**src/rtl/core/smsq_pkg.sv**
```systemverilog
// Shared types, constants and sequencer codes for the subarray minimum sum query block.
`default_nettype none
package smsq_pkg;

   localparam int DEPTH_DEF      = 4096;
   localparam int LEVELS_DEF     = 13;
   localparam int VALUE_BITS_DEF = 32;

   localparam int VALUE_W = 32;
   localparam int POS_W   = 13;
   localparam int ANS_W   = 64;

   localparam logic FUNC_LOAD  = 1'b0;
   localparam logic FUNC_QUERY = 1'b1;

   typedef enum logic [5:0] {
      OP_IDLE,
      OP_L0,
      OP_LCHK,
      OP_LRA,
      OP_LRB,
      OP_LEA,
      OP_LEB,
      OP_LW,
      OP_SE,
      OP_SV,
      OP_ST,
      OP_STI,
      OP_STC,
      OP_SPUSH,
      OP_RA,
      OP_RB,
      OP_RC,
      OP_RD,
      OP_RE,
      OP_RF,
      OP_LA,
      OP_LB,
      OP_LC,
      OP_LD,
      OP_LE,
      OP_LF,
      OP_Q_LEN,
      OP_Q_TA,
      OP_Q_TB,
      OP_Q_EA,
      OP_Q_EB,
      OP_Q_SEL,
      OP_Q_RD0,
      OP_Q_RD1,
      OP_Q_DIF,
      OP_Q_SUM,
      OP_Q_SUB3,
      OP_Q_SUB4,
      OP_Q_ADD2,
      OP_DONE
   } op_type;

   typedef struct packed {
      op_type op;
      logic   accept;
      logic   load_rsp;
   } cmd_type;

   typedef struct packed {
      logic q_bad;
      logic last_i;
      logic first_i;
      logic stk_empty;
      logic pop;
      logic lvl_go;
      logic lvl_end;
   } status_type;

endpackage
`default_nettype wire

```
**src/rtl/core/smsq_ctrl.sv**
```systemverilog
// Sequencer that steps the datapath through loading, preprocessing and queries.
`default_nettype none
module smsq_ctrl (
   input  wire logic                   clock,
   input  wire logic                   reset,
   input  wire logic                   req_valid,
   output logic                        req_ready,
   input  wire logic                   req_func,
   input  wire logic                   req_value_last,
   output logic                        rsp_valid,
   input  wire logic                   rsp_ready,
   input  wire smsq_pkg::status_type   status,
   output smsq_pkg::cmd_type           cmd
);

   smsq_pkg::op_type state_ff, state_in;
   logic             rsp_valid_ff, rsp_valid_in;

   always_ff @(posedge clock) begin
      if (reset) begin
         state_ff     <= smsq_pkg::OP_IDLE;
         rsp_valid_ff <= 1'b0;
      end else begin
         state_ff     <= state_in;
         rsp_valid_ff <= rsp_valid_in;
      end
   end

   always_comb begin
      state_in     = state_ff;
      cmd.op       = state_ff;
      cmd.accept   = 1'b0;
      cmd.load_rsp = 1'b0;
      req_ready    = 1'b0;
      case (state_ff)
         smsq_pkg::OP_IDLE: begin
            req_ready = 1'b1;
            if (req_valid) begin
               cmd.accept = 1'b1;
               if (req_func == smsq_pkg::FUNC_LOAD) begin
                  if (req_value_last) begin
                     state_in = smsq_pkg::OP_L0;
                  end
               end else if (status.q_bad) begin
                  state_in = smsq_pkg::OP_DONE;
               end else begin
                  state_in = smsq_pkg::OP_Q_LEN;
               end
            end
         end
         smsq_pkg::OP_L0: begin
            if (status.last_i) begin
               state_in = smsq_pkg::OP_LCHK;
            end
         end
         smsq_pkg::OP_LCHK: begin
            state_in = status.lvl_go ? smsq_pkg::OP_LRA : smsq_pkg::OP_SE;
         end
         smsq_pkg::OP_LRA: state_in = smsq_pkg::OP_LRB;
         smsq_pkg::OP_LRB: state_in = smsq_pkg::OP_LEA;
         smsq_pkg::OP_LEA: state_in = smsq_pkg::OP_LEB;
         smsq_pkg::OP_LEB: state_in = smsq_pkg::OP_LW;
         smsq_pkg::OP_LW: begin
            state_in = status.lvl_end ? smsq_pkg::OP_LCHK : smsq_pkg::OP_LRA;
         end
         smsq_pkg::OP_SE: state_in = smsq_pkg::OP_SV;
         smsq_pkg::OP_SV: state_in = smsq_pkg::OP_ST;
         smsq_pkg::OP_ST: begin
            state_in = status.stk_empty ? smsq_pkg::OP_SPUSH : smsq_pkg::OP_STI;
         end
         smsq_pkg::OP_STI: state_in = smsq_pkg::OP_STC;
         smsq_pkg::OP_STC: begin
            state_in = status.pop ? smsq_pkg::OP_ST : smsq_pkg::OP_SPUSH;
         end
         smsq_pkg::OP_SPUSH: begin
            state_in = status.last_i ? smsq_pkg::OP_RA : smsq_pkg::OP_SE;
         end
         smsq_pkg::OP_RA: state_in = smsq_pkg::OP_RB;
         smsq_pkg::OP_RB: state_in = smsq_pkg::OP_RC;
         smsq_pkg::OP_RC: state_in = smsq_pkg::OP_RD;
         smsq_pkg::OP_RD: state_in = smsq_pkg::OP_RE;
         smsq_pkg::OP_RE: state_in = smsq_pkg::OP_RF;
         smsq_pkg::OP_RF: begin
            state_in = status.last_i ? smsq_pkg::OP_LA : smsq_pkg::OP_RA;
         end
         smsq_pkg::OP_LA: state_in = smsq_pkg::OP_LB;
         smsq_pkg::OP_LB: state_in = smsq_pkg::OP_LC;
         smsq_pkg::OP_LC: state_in = smsq_pkg::OP_LD;
         smsq_pkg::OP_LD: state_in = smsq_pkg::OP_LE;
         smsq_pkg::OP_LE: state_in = smsq_pkg::OP_LF;
         smsq_pkg::OP_LF: begin
            state_in = status.first_i ? smsq_pkg::OP_IDLE : smsq_pkg::OP_LA;
         end
         smsq_pkg::OP_Q_LEN:  state_in = smsq_pkg::OP_Q_TA;
         smsq_pkg::OP_Q_TA:   state_in = smsq_pkg::OP_Q_TB;
         smsq_pkg::OP_Q_TB:   state_in = smsq_pkg::OP_Q_EA;
         smsq_pkg::OP_Q_EA:   state_in = smsq_pkg::OP_Q_EB;
         smsq_pkg::OP_Q_EB:   state_in = smsq_pkg::OP_Q_SEL;
         smsq_pkg::OP_Q_SEL:  state_in = smsq_pkg::OP_Q_RD0;
         smsq_pkg::OP_Q_RD0:  state_in = smsq_pkg::OP_Q_RD1;
         smsq_pkg::OP_Q_RD1:  state_in = smsq_pkg::OP_Q_DIF;
         smsq_pkg::OP_Q_DIF:  state_in = smsq_pkg::OP_Q_SUM;
         smsq_pkg::OP_Q_SUM:  state_in = smsq_pkg::OP_Q_SUB3;
         smsq_pkg::OP_Q_SUB3: state_in = smsq_pkg::OP_Q_SUB4;
         smsq_pkg::OP_Q_SUB4: state_in = smsq_pkg::OP_Q_ADD2;
         smsq_pkg::OP_Q_ADD2: state_in = smsq_pkg::OP_DONE;
         smsq_pkg::OP_DONE: begin
            if (!rsp_valid_ff || rsp_ready) begin
               cmd.load_rsp = 1'b1;
               state_in     = smsq_pkg::OP_IDLE;
            end
         end
         default: state_in = smsq_pkg::OP_IDLE;
      endcase
   end

   always_comb begin
      rsp_valid_in = rsp_valid_ff;
      if (cmd.load_rsp) begin
         rsp_valid_in = 1'b1;
      end else if (rsp_ready) begin
         rsp_valid_in = 1'b0;
      end
   end

   assign rsp_valid = rsp_valid_ff;

endmodule
`default_nettype wire

```
**config.mk**
```make
export PLATFORM = sky130hd
export DESIGN_NAME = smsq_ctrl
export DESIGN_NICKNAME = d
export VERILOG_FILES = /design/src/rtl/core/smsq_pkg.sv /design/src/rtl/core/smsq_ctrl.sv
export SDC_FILE = /design/constraint.sdc
export NUM_CORES = 1
export LEC_CHECK = 0
export ABC_CLOCK_PERIOD_IN_PS = 1750
export BUFFER_PORTS_ARGS = -buffer_cell sky130_fd_sc_hd__buf_2
export CAP_MARGIN = 20
export CORE_UTILIZATION = 29
export DETAILED_ROUTE_END_ITERATION = 7
export GPL_ROUTABILITY_DRIVEN = 0
export PLACE_DENSITY = 0.51
export SETUP_SLACK_MARGIN = 0.15
export SYNTH_ARGS = -nofsm -noshare
export SYNTH_HDL_FRONTEND = slang
export SYNTH_SLANG_ARGS = --single-unit
```
**constraint.sdc**
```tcl
create_clock -name clock -period 1.75 [get_ports clock]
set_clock_uncertainty 0.15 [all_clocks]
set_input_delay 0.2625 -clock clock [delete_from_list [all_inputs] [get_ports clock]]
set_output_delay 0.2625 -clock clock [all_outputs]
set_load 0.05 [all_outputs]
```
**Word-level counts from Yosys, hierarchy flattened**

Index checks and enable logic that the tools add are counted.

- Register bits after elaboration: 7
- Bits in latches: 0
- Memory bits (writable): 0
- Bits in read-only memories: 0
- Output and inout bits: 10
- Memories kept: 0

- Add/sub/neg operators: 0
- $mul: 0
- Div/mod/pow operators: 0
- Order comparisons: 0
- Eq/ne operators: 43
- Shift-type cells: 0
- Muxes and demuxes: 21
- Bitwise gates (word level): 0
- Reduce and logical (&&, ||, !) cells: 5

Operator list:

| cell | count |
|---|---|
| case mux 6 bit (40 select lines) | 1 |
| equality test 6 x 5 -> 1 bit (second input constant) | 16 |
| equality test 6 x 4 -> 1 bit (second input constant) | 8 |
| equality test 6 bit (second input constant) | 8 |
| 2-to-1 mux 6 bit | 6 |
| equality test 6 x 3 -> 1 bit (second input constant) | 4 |
| equality test 6 x 2 -> 1 bit (second input constant) | 2 |
| 2-to-1 mux 5 bit | 2 |
| 2-to-1 mux 3 bit | 3 |
| 2-to-1 mux 1 bit | 8 |
| equality test 6 x 1 -> 1 bit (second input constant) | 1 |
| logical NOT 6 bit | 1 |
| != test 2 bit (second input constant) | 3 |
| 2-to-1 mux 4 bit | 1 |
| AND reduction 4 bit | 1 |
| != test 3 bit (second input constant) | 1 |
| nonzero test 2 bit | 1 |
| logical NOT 1 bit | 1 |
| logical OR 1 bit | 1 |

**Depth between registers and ports, before layout**

Gate-level depths: netlist of the first run.

- Word-level depth: 5
- Mapped depth: 6
- Gate-level depth less buffers: 5

**Least setup slack after synthesis of the first run**

Ideal clock, no wire load.

- Path type: reg-to-reg
- From: register state_ff[3]
- To: register state_ff[2]
- Data arrival time: 2.580 ns
- Required time: 1.519 ns
- Setup slack: -1.061 ns
- Stages on the path, launching flop included: 7
- Buffers on the path: 1
- Cell sequence: dfxtp_1 -> buf_2 -> nor2_2 -> nand2_1 -> nor3_1 -> a31oi_1 -> a41oi_1

- Word-level cells in the longest chain between the ends: 3
- Elaborated cells between the ends (all ways): 46

Ends and longest elaborated chain:

| item | line | source |
|---|---|---|
| start, declared | smsq_ctrl.sv:16 | `smsq_pkg::op_type state_ff, state_in;` |
| start signal, assigned | smsq_ctrl.sv:21 | `state_ff <= smsq_pkg::OP_IDLE;` |
| start signal, assigned | smsq_ctrl.sv:24 | `state_ff <= state_in;` |
| parallel branches: the longest is 3 deep, another holds case mux 6 bit (40 select lines) | -- |  |

Parallel ways; which one is timed is not known.
A chain may end at the register's enable or synchronous reset.

**Final worst setup path of the first run**

- From: register state_ff[4]
- To: output req_ready

- Word-level cells in the longest chain between the ends: 2

Ends and longest elaborated chain:

| item | line | source |
|---|---|---|
| logical NOT 6 bit | smsq_ctrl.sv:35 | `case (state_ff)` |
| 2-to-1 mux 1 bit | smsq_ctrl.sv:35 |  |
| end, declared | smsq_ctrl.sv:7 | `output logic req_ready,` |

Every way passes these cells.

==> impl_metrics.json, run 1 <==
{
  "maxCapViolCount": 0,
  "end_kind": "output pin",
  "rsz0062_at_grt": "true",
  "die_x_um": 58.6,
  "clock-sinks": 7,
  "grt_first_pass_wirelength_um": 5840,
  "p_clk_share_pct": 5.9,
  "netlist-cell-type-count": 53,
  "grt_overflow": 0,
  "hold_viol": 0,
  "min_path_type": "primary input to flop",
  "placed_cells": 202,
  "leakagePower_nw": 0.671,
  "syn_nets": 141,
  "path_cells": "buf_6 -> nor2_4 -> nand2_2 -> nor3_4 -> buf_6",
  "dp_hpwl_um": 2310,
  "grt_usage_pct": 22.5,
  "p_per_area_mw_per_mm2": 1710,
  "drive_above_1_share_pct": 57.4,
  "worst_path_largest_cell_delay_ps": 370,
  "p_switching_mw": 1.36,
  "required_ps": 1340,
  "core.rowCount": 20,
  "num_vias": 1286,
  "place_ws_ps": -39.3,
  "pwr-share-seq_pct": 12.1,
  "status": "finished with violations",
  "htreeDepth": 1,
  "synth_top_flop_cell": "dfxtp_1",
  "setup_viol": 4,
  "fin_crit_sh_pct": 103,
  "firstDrtPassIters": 4,
  "switching_share_pct": 49.1,
  "cts_buffers": 3,
  "intPower_mw": 1.41,
  "layout.cells.non_filler": 234,
  "wl_um": 3750,
  "hold_buffers": 0,
  "cts.path.max_buffers": 2,
  "nFillCells": 287,
  "p_comb_share_pct": 82.0,
  "violations": "setup timing",
  "grt_pass1_vias": 1197,
  "io_buffers": 22,
  "wire_per_inst_um": 16.0,
  "route.detailed.drc": 0,
  "dieArea_sq_mm": 0.00344,
  "critPathLaunchType": "flop",
  "fin_nets": 204,
  "slowest_stage": "dfxtp_4",
  "antenna_left": 0,
  "report.final.slew_viol_count": 0,
  "period_needed_ps": 1800,
  "cts_tree": "done",
  "setup_slack_ps": -51.4,
  "fmax_mhz": 555,
  "synthesis.area_sq_um": 930,
  "crit_top_cell": "buf_6",
  "ys_seq_area_share_pct": 15.1,
  "via_per_inst": 5.50,
  "antenna_cells": 0,
  "yosysWarnings": 0,
  "grt_antenna_before_repair": 0,
  "setup_tns_ps": -103,
  "async_flop_share_pct": 0,
  "synth_edf_count": 0,
  "cp.arrival_ps": 1390,
  "synth_area_per_cell_sq_um": 7.26,
  "clk_latency_ps": 260,
  "ios": 23,
  "drt_iter0_drc": 84,
  "grt_max_degree": 12,
  "worstMarginPinSlew_ps": 467,
  "die_y_um": 58.6,
  "p_total_mw": 2.78,
  "clkTransAtPathRegs_ps": 60,
  "synthCells": 128,
  "r2r_setup_slack_ps": -20,
  "worstPathMaxFanout": 6,
  "worstSetupPathType": "flop to output pin",
  "cts_root_buffer": "clkbuf_4",
  "max_slew_margin_pct": 68.8,
  "syn2layout_area_growth_pct": 74.7,
  "start_util_pct": 30.5,
  "peakVddDrop_v": 0.000644,
  "core_area_sq_mm": 0.00305,
  "ys_ff_latch": 7
}
[synth_stat cells (2+ instances only)]
master     count  area [sq um]
nor2_1        14          52.6
nand2_1        9          33.8
nand2b_1       8          50.1
a21oi_1        7          35.0
dfxtp_1        7           140
buf_2          5          25.0
o21ai_0        5          25.0
nor3_1         4          20.0
and3_1         3          18.8
buf_6          3          33.8
inv_1          3          11.3
nand3_1        3          15.0
o2111ai_1      3          26.3
o22ai_1        3          18.8
or2_2          3          18.8
a21o_1         2          15.0
a22oi_1        2          15.0
a31oi_1        2          12.5
buf_4          2          15.0
nand3b_1       2          15.0
nand4b_1       2          17.5
nor2b_1        2          12.5
nor4_1         2          12.5
nor4_2         2          25.0
or2b_1         2          15.0
[layout make-up]
class	count	area, sq um	share of cell area (%)
Timing Repair Buffer	69	507	31.2
Clock buffer	4	26.3	1.62
Multi-Input combinational cell	107	862	53.1
Sequential cell	7	163	10.0
Inverter	3	11.3	0.693
Tap cell	44	55.1	3.39
[cells in the final DEF, fill, tap and decap left out, drive strengths merged, types with 3 or more instances in the layout]
cell type  count
or2            3
buf           68
inv            3
o2111ai        3
and3           3
nor3           4
nand2b         9
o22ai          3
a21oi          7
nand2          9
nor4           4
clkbuf         5
o21ai          6
nand3          3
nor2          15
dfxtp          7
[critical path: cells and delay by family, from the launching register on]
kind / cells / cell delay [ps]
buffers and inverters: 2 / 300
flip-flops: 1 / 370
AND/OR/NAND/NOR: 3 / 460
[state kept, by name, summed over array words and instances (netlist names)]
register / count
rsp_valid: 1
state_ff: 6
[cell families (layout without fill, tap and decap cells)]
family | Yosys count | count (layout) | share of synthesized area (%)
and+or+nand+nor | 65 | 65 | 41.1
AOI/OAI and AO/OA | 39 | 39 | 30.3
buffers and inverters | 14 | 76 | 10.6
DFF | 7 | 7 | 15.1
xor gates and xnor gates | 2 | 2 | 1.88
muxes | 1 | 1 | 1.08
[per-layer routing]
| layer | global-route usage, % | vias up | part of all wire, % | wire length [um] |
|---|---|---|---|---|
| li1 | - | 611 | - | - |
| met1 | 30.9 | 600 | 42 | 1570 |
| met2 | 34.5 | 66 | 48 | 1810 |
| met3 | 3.74 | 9 | 7.5 | 280 |
| met4 | 10.5 | 0 | 2.3 | 85 |
| met5 | 0 | - | 0 | 0 |
[power by group through the flow]
stage | combinational (mW) | clock [mW] | sequential (mW)
global placement | 1.50 | 0 | 0.369
CTS | 1.89 | 0.163 | 0.331
finish | 2.28 | 0.163 | 0.337
detailed placement | 1.49 | 0 | 0.372
global route | 2.40 | 0.172 | 0.349
floorplan | 1.05 | 0 | 0.437
[path summary, 6_finish.rpt]
| check | from | to | cells past startpoint |
|---|---|---|---|
| min | reset | rsp_valid$_SDFFE_PP0P_ | 2 |
| max reg2reg | state_ff[1]$_SDFFE_PP0P_ | state_ff[1]$_SDFFE_PP0P_ | 6 |
| max | state_ff[4]$_SDFFE_PP0P_ | req_ready | 5 |
| min reg2reg | rsp_valid$_SDFFE_PP0P_ | rsp_valid$_SDFFE_PP0P_ | 2 |
[through the flow]
step                utilization (%)  hold WS (ps)  cell area (sq um)
floorplan                         -           172                998
global placement               39.4           324               1200
detailed placement             39.4           328               1200
CTS                            47.3          56.0               1450
global route                   53.2          96.4               1620
finish                         53.2          85.3               1620
[what timing repair did]
| action | in CTS | in global routing |
|---|---|---|
| gates cloned | 0 | 0 |
| pin swaps | 11 | 12 |
| buffers inserted | 19 | 9 |
| resized for setup | 19 | 20 |
| setup endpoints to repair | 8 | 10 |
Power figures use the tool's default switching activity.
==> inputs of run 2 (changes only) <==
--- a/config.mk
+++ b/config.mk
@@ -11,5 +11,4 @@
 export CORE_UTILIZATION = 29
 export DETAILED_ROUTE_END_ITERATION = 7
-export GPL_ROUTABILITY_DRIVEN = 0
 export PLACE_DENSITY = 0.51
 export SETUP_SLACK_MARGIN = 0.15
==> constraint.sdc (replaced) <==
create_clock -name clock -period 1.75 [get_ports clock]
set_clock_uncertainty 0.15 [all_clocks]
set_input_delay 0.0875 -clock clock [delete_from_list [all_inputs] [get_ports clock]]
set_output_delay 0.0875 -clock clock [all_outputs]
set_load 0.05 [all_outputs]
==> impl_metrics.json, run 2 (synthesized netlist as in run 1, its figures left out) <==
{
  "leakagePower_nw": 0.709,
  "critical_path_buf_inv_count": 2,
  "layout.cells.non_filler": 238,
  "r2r_start": "state_ff[0]$_SDFFE_PP0P_",
  "end_kind": "output pin",
  "firstDrtPassIters": 4,
  "clkTransAtPathRegs_ps": 60,
  "intPower_mw": 1.53,
  "drive_above_1_share_pct": 57.7,
  "num_vias": 1312,
  "fmax_mhz": 570,
  "grt_pass1_vias": 1277,
  "grt_overflow": 0,
  "core.rowCount": 20,
  "report.final.slew_viol_count": 0,
  "grt_first_pass_wirelength_um": 5960,
  "worstSetupPathType": "flop to output pin",
  "cts_root_buffer": "clkbuf_4",
  "status": "finished with violations",
  "via_per_inst": 5.51,
  "cts_buffers": 3,
  "critPathLaunchType": "flop",
  "die_y_um": 58.6,
  "antenna_left": 0,
  "p_switching_mw": 1.40,
  "dieArea_sq_mm": 0.00344,
  "cp.arrival_ps": 1520,
  "min_path_type": "primary input to flop",
  "peakVddDrop_v": 0.000780,
  "fin_crit_sh_pct": 100,
  "fin_nets": 208,
  "ios": 23,
  "violations": "setup timing",
  "grt_antenna_before_repair": 0,
  "slowest_stage": "dfxtp_4",
  "whs_path_depth": 3,
  "pwr-share-seq_pct": 11.8,
  "final_common_cell": "buf_4",
  "hold_viol": 0,
  "rr_worst_depth": 5,
  "p_clk_share_pct": 5.6,
  "crit_family": "simple AND/OR/NAND/NOR gates",
  "maxCapViolCount": 0,
  "crit_start": "state_ff[3]$_SDFFE_PP0P_",
  "placed_cells": 204,
  "switching_share_pct": 47.7,
  "period_needed_ps": 1750,
  "wl_um": 3840,
  "core_area_sq_mm": 0.00305,
  "grt_usage_pct": 22.8,
  "p_total_mw": 2.93,
  "cts.path.max_buffers": 2,
  "grt_max_degree": 11,
  "r2r-end": "state_ff[1]$_SDFFE_PP0P_",
  "layout_common_cells": "buf_4 (38), buf_2 (19), buf_6 (13), nor2_1 (10)",
  "setup_viol": 1,
  "cp.depth": 4,
  "worstPathMaxFanout": 8,
  "largest_reg_flops": 6,
  "path_cells": "nor4_4 -> buf_4 -> and3_4 -> buf_8",
  "drt_iter0_drc": 73,
  "gp_congestion": 0.824,
  "setup_tns_ps": -3.41,
  "dp_hpwl_um": 2360,
  "route.detailed.drc": 0,
  "start_util_pct": 30.5,
  "worst_path_largest_cell_delay_ps": 380,
  "worstMarginPinSlew_ps": 344,
  "cp-endpoint": "cmd[1]",
  "cts_tree": "done",
  "htreeDepth": 1,
  "largest_register": "state_ff",
  "setup_slack_ps": -3.41,
  "rsz0062_at_grt": "true",
  "required_ps": 1510,
  "clock-sinks": 7,
  "p_comb_share_pct": 82.5,
  "max_slew_margin_pct": 77.0,
  "clk_latency_ps": 270,
  "wire_per_inst_um": 16.2,
  "r2r_setup_slack_ps": 10,
  "syn2layout_area_growth_pct": 80.9,
  "p_per_area_mw_per_mm2": 1740,
  "antenna_cells": 0,
  "die_x_um": 58.6,
  "io_buffers": 22
}
[run 2: how the worst min path moves through the flow]
stage / start / to / slack (ps)
CTS: rsp_ready / rsp_valid$_SDFFE_PP0P_ / 20
floorplan: reset / state_ff[0]$_SDFFE_PP0P_ / -3
finish: rsp_ready / rsp_valid$_SDFFE_PP0P_ / 10
global route: rsp_ready / rsp_valid$_SDFFE_PP0P_ / 60
global placement: reset / state_ff[0]$_SDFFE_PP0P_ / 150
detailed placement: reset / state_ff[0]$_SDFFE_PP0P_ / 150
[run 2: per-stage QoR]
step	cell area (sq um)	util, %	hold slack (ps)	worst slack, ps
after CTS	1500	49.2	22.2	42.2
after global placement	1230	40.2	150	-91.2
after global routing	1680	55.1	59.0	-103
final	1680	55.1	14.4	-3.41
after floorplan	996	-	-3.14	-109
after detailed placement	1230	40.2	149	-5.27
[run 2: power by group through the flow]
stage	Sequential, mW	Clock (mW)	Combinational (mW)
global route	0.352	0.168	2.57
CTS	0.338	0.163	1.97
floorplan	0.438	0	1.05
detailed placement	0.385	0	1.58
global placement	0.383	0	1.59
finish	0.347	0.165	2.42
[run 2: repair_timing]
action | in CTS | in global routing
hold endpoints to repair | 2 | 0
pin swaps | 11 | 11
endpoints found under the setup margin | 8 | 9
setup buffers | 20 | 9
gates resized for setup | 19 | 24
hold buffers | 1 | 0
[run 2: area by class of cell]
class                   count  area (sq um)
inverters                   3          11.3
fillers                   284          1370
repair buffers             73           572
well taps                  44          55.1
multi-input cells         107           855
clock buffers               4          26.3
flip-flops and latches      7           163
[run 2: metal layers]
metal  vias to the layer above  GRT usage [%]  wire [um]
met5                         -              0          0
met4                         0           12.2        104
met1                       623           28.1       1540
met2                        61           38.6       1970
li1                        616              -          -
met3                        12           3.08        224
[run 2: worst register-to-register path, cell delays in order, from the launching register on]
cell	delay, ps
dfxtp_4	360
nand2b_1	240
or4_4	490
o2111ai_4	210
nor4_2	70
a31oi_1	130
==> inputs of run 3 (changes only) <==
- ABC_CLOCK_PERIOD_IN_PS: 1750 -> 2100
- clock period: 1.75 -> 2.1 ns (I/O delays scaled with it)
==> impl_metrics.json, run 3 (synthesized netlist as in run 1, its figures left out) <==
{
  "status": "completed",
  "worstMarginPinSlew_ps": 487,
  "clkTransAtPathRegs_ps": 60,
  "grt_first_pass_wirelength_um": 4410,
  "wire_per_inst_um": 13.9,
  "antenna_left": 0,
  "min_path_type": "primary input to flop",
  "wl_um": 2690,
  "worstSetupPathType": "flop to output pin",
  "grt_usage_pct": 16.9,
  "drive_above_1_share_pct": 32.0,
  "end_kind": "output pin",
  "gp_congestion": 0.913,
  "period_needed_ps": 1890,
  "clk_latency_ps": 260,
  "fin_crit_sh_pct": 90.2,
  "cts.path.max_buffers": 2,
  "fin_nets": 164,
  "critPathLaunchType": "flop",
  "syn2layout_area_growth_pct": 20.5,
  "maxCapViolCount": 0,
  "drt_iter0_drc": 56,
  "io_buffers": 22,
  "ios": 23,
  "start_util_pct": 30.5,
  "antenna_cells": 0,
  "multi_input_area_sq_um": 709,
  "peakVddDrop_v": 0.000468,
  "fmax_mhz": 528,
  "dp_hpwl_um": 2070,
  "setup_viol": 0,
  "layout.cells.non_filler": 194,
  "cts_setup_buffers": 0,
  "rsz0062_at_grt": "false",
  "core_area_sq_mm": 0.00305,
  "grt_antenna_before_repair": 0,
  "r2r_setup_slack_ps": 260,
  "dieArea_sq_mm": 0.00344,
  "layout_common_cells": "buf_2 (21), nor2_1 (13), nand2_1 (9), nand2b_1 (8)",
  "leakagePower_nw": 0.434,
  "worstPathMaxFanout": 19,
  "clock-sinks": 7,
  "htreeDepth": 1,
  "p_total_mw": 1.54,
  "cts_buffers": 3,
  "setup_tns_ps": 0,
  "hold_viol": 0,
  "route.detailed.drc": 0,
  "nFillCells": 342,
  "grt_pass1_vias": 944,
  "cts_root_buffer": "clkbuf_4",
  "final_common_cell": "buf_2",
  "largest_reg_flops": 6,
  "p_per_area_mw_per_mm2": 1380,
  "grt_overflow": 0,
  "via_per_inst": 5.46,
  "required_ps": 1850,
  "cp.arrival_ps": 1640,
  "num_vias": 1059,
  "die_y_um": 58.6,
  "largest_register": "state_ff",
  "cts_tree": "done",
  "placed_cells": 189,
  "core.rowCount": 20,
  "firstDrtPassIters": 4,
  "die_x_um": 58.6,
  "grt_max_degree": 21,
  "report.final.slew_viol_count": 0,
  "max_slew_margin_pct": 67.3,
  "regArea_sq_um": 150
}
-- run 3: worst max-delay path: stages (launching register included) --
cell	delay [ps]
dfxtp_2	430
nor4_2	480
and3_1	210
buf_2	250
-- run 3: through the flow --
step	cell area (sq um)	setup WS, ps	utilization [%]	hold WS, ps
after detailed placement	1080	267	35.4	156
after global placement	1080	246	35.4	155
final	1120	207	36.7	45.7
after CTS	1120	179	36.6	50.2
after floorplan	958	163	-	16.7
after global routing	1120	154	36.7	65.1
-- run 3: where the power goes --
part	switching, mW	leakage [nW]	internal [mW]
clock network	0.0544	0.0150	0.0728
registers	0.147	0.0599	0.181
logic	0.672	0.359	0.417
-- run 3: final timing paths --
check                            from                       end  depth (start not counted)
min                         rsp_ready    rsp_valid$_SDFFE_PP0P_                          3
max reg2reg  state_ff[4]$_SDFFE_PP0P_  state_ff[2]$_SDFFE_PP0P_                          6
max          state_ff[2]$_SDFFE_PP0P_                    cmd[1]                          3
min reg2reg    rsp_valid$_SDFFE_PP0P_    rsp_valid$_SDFFE_PP0P_                          2
-- run 3: repair_timing --
item / CTS / global route
setup endpoints to repair: 0 / 1
gates resized for setup: 0 / 2
hold endpoints to repair: 2 / 0
hold buffers: 1 / 0
-- run 3: area by class of cell --
type / count / area share, %
well taps: 44 / 4.92
clock buffers: 4 / 2.35
repair buffers: 29 / 15.0
flip-flops and latches: 7 / 13.4
inverters: 3 / 1.01
multi-input cells: 107 / 63.4
-- run 3: layer usage --
layer | GRT usage [%] | vias up | wire (um)
met5 | 0 | - | 0
met4 | 9.52 | 0 | 78
met3 | 2.64 | 9 | 175
met2 | 25.5 | 40 | 1210
met1 | 22.8 | 483 | 1230
li1 | - | 527 | -
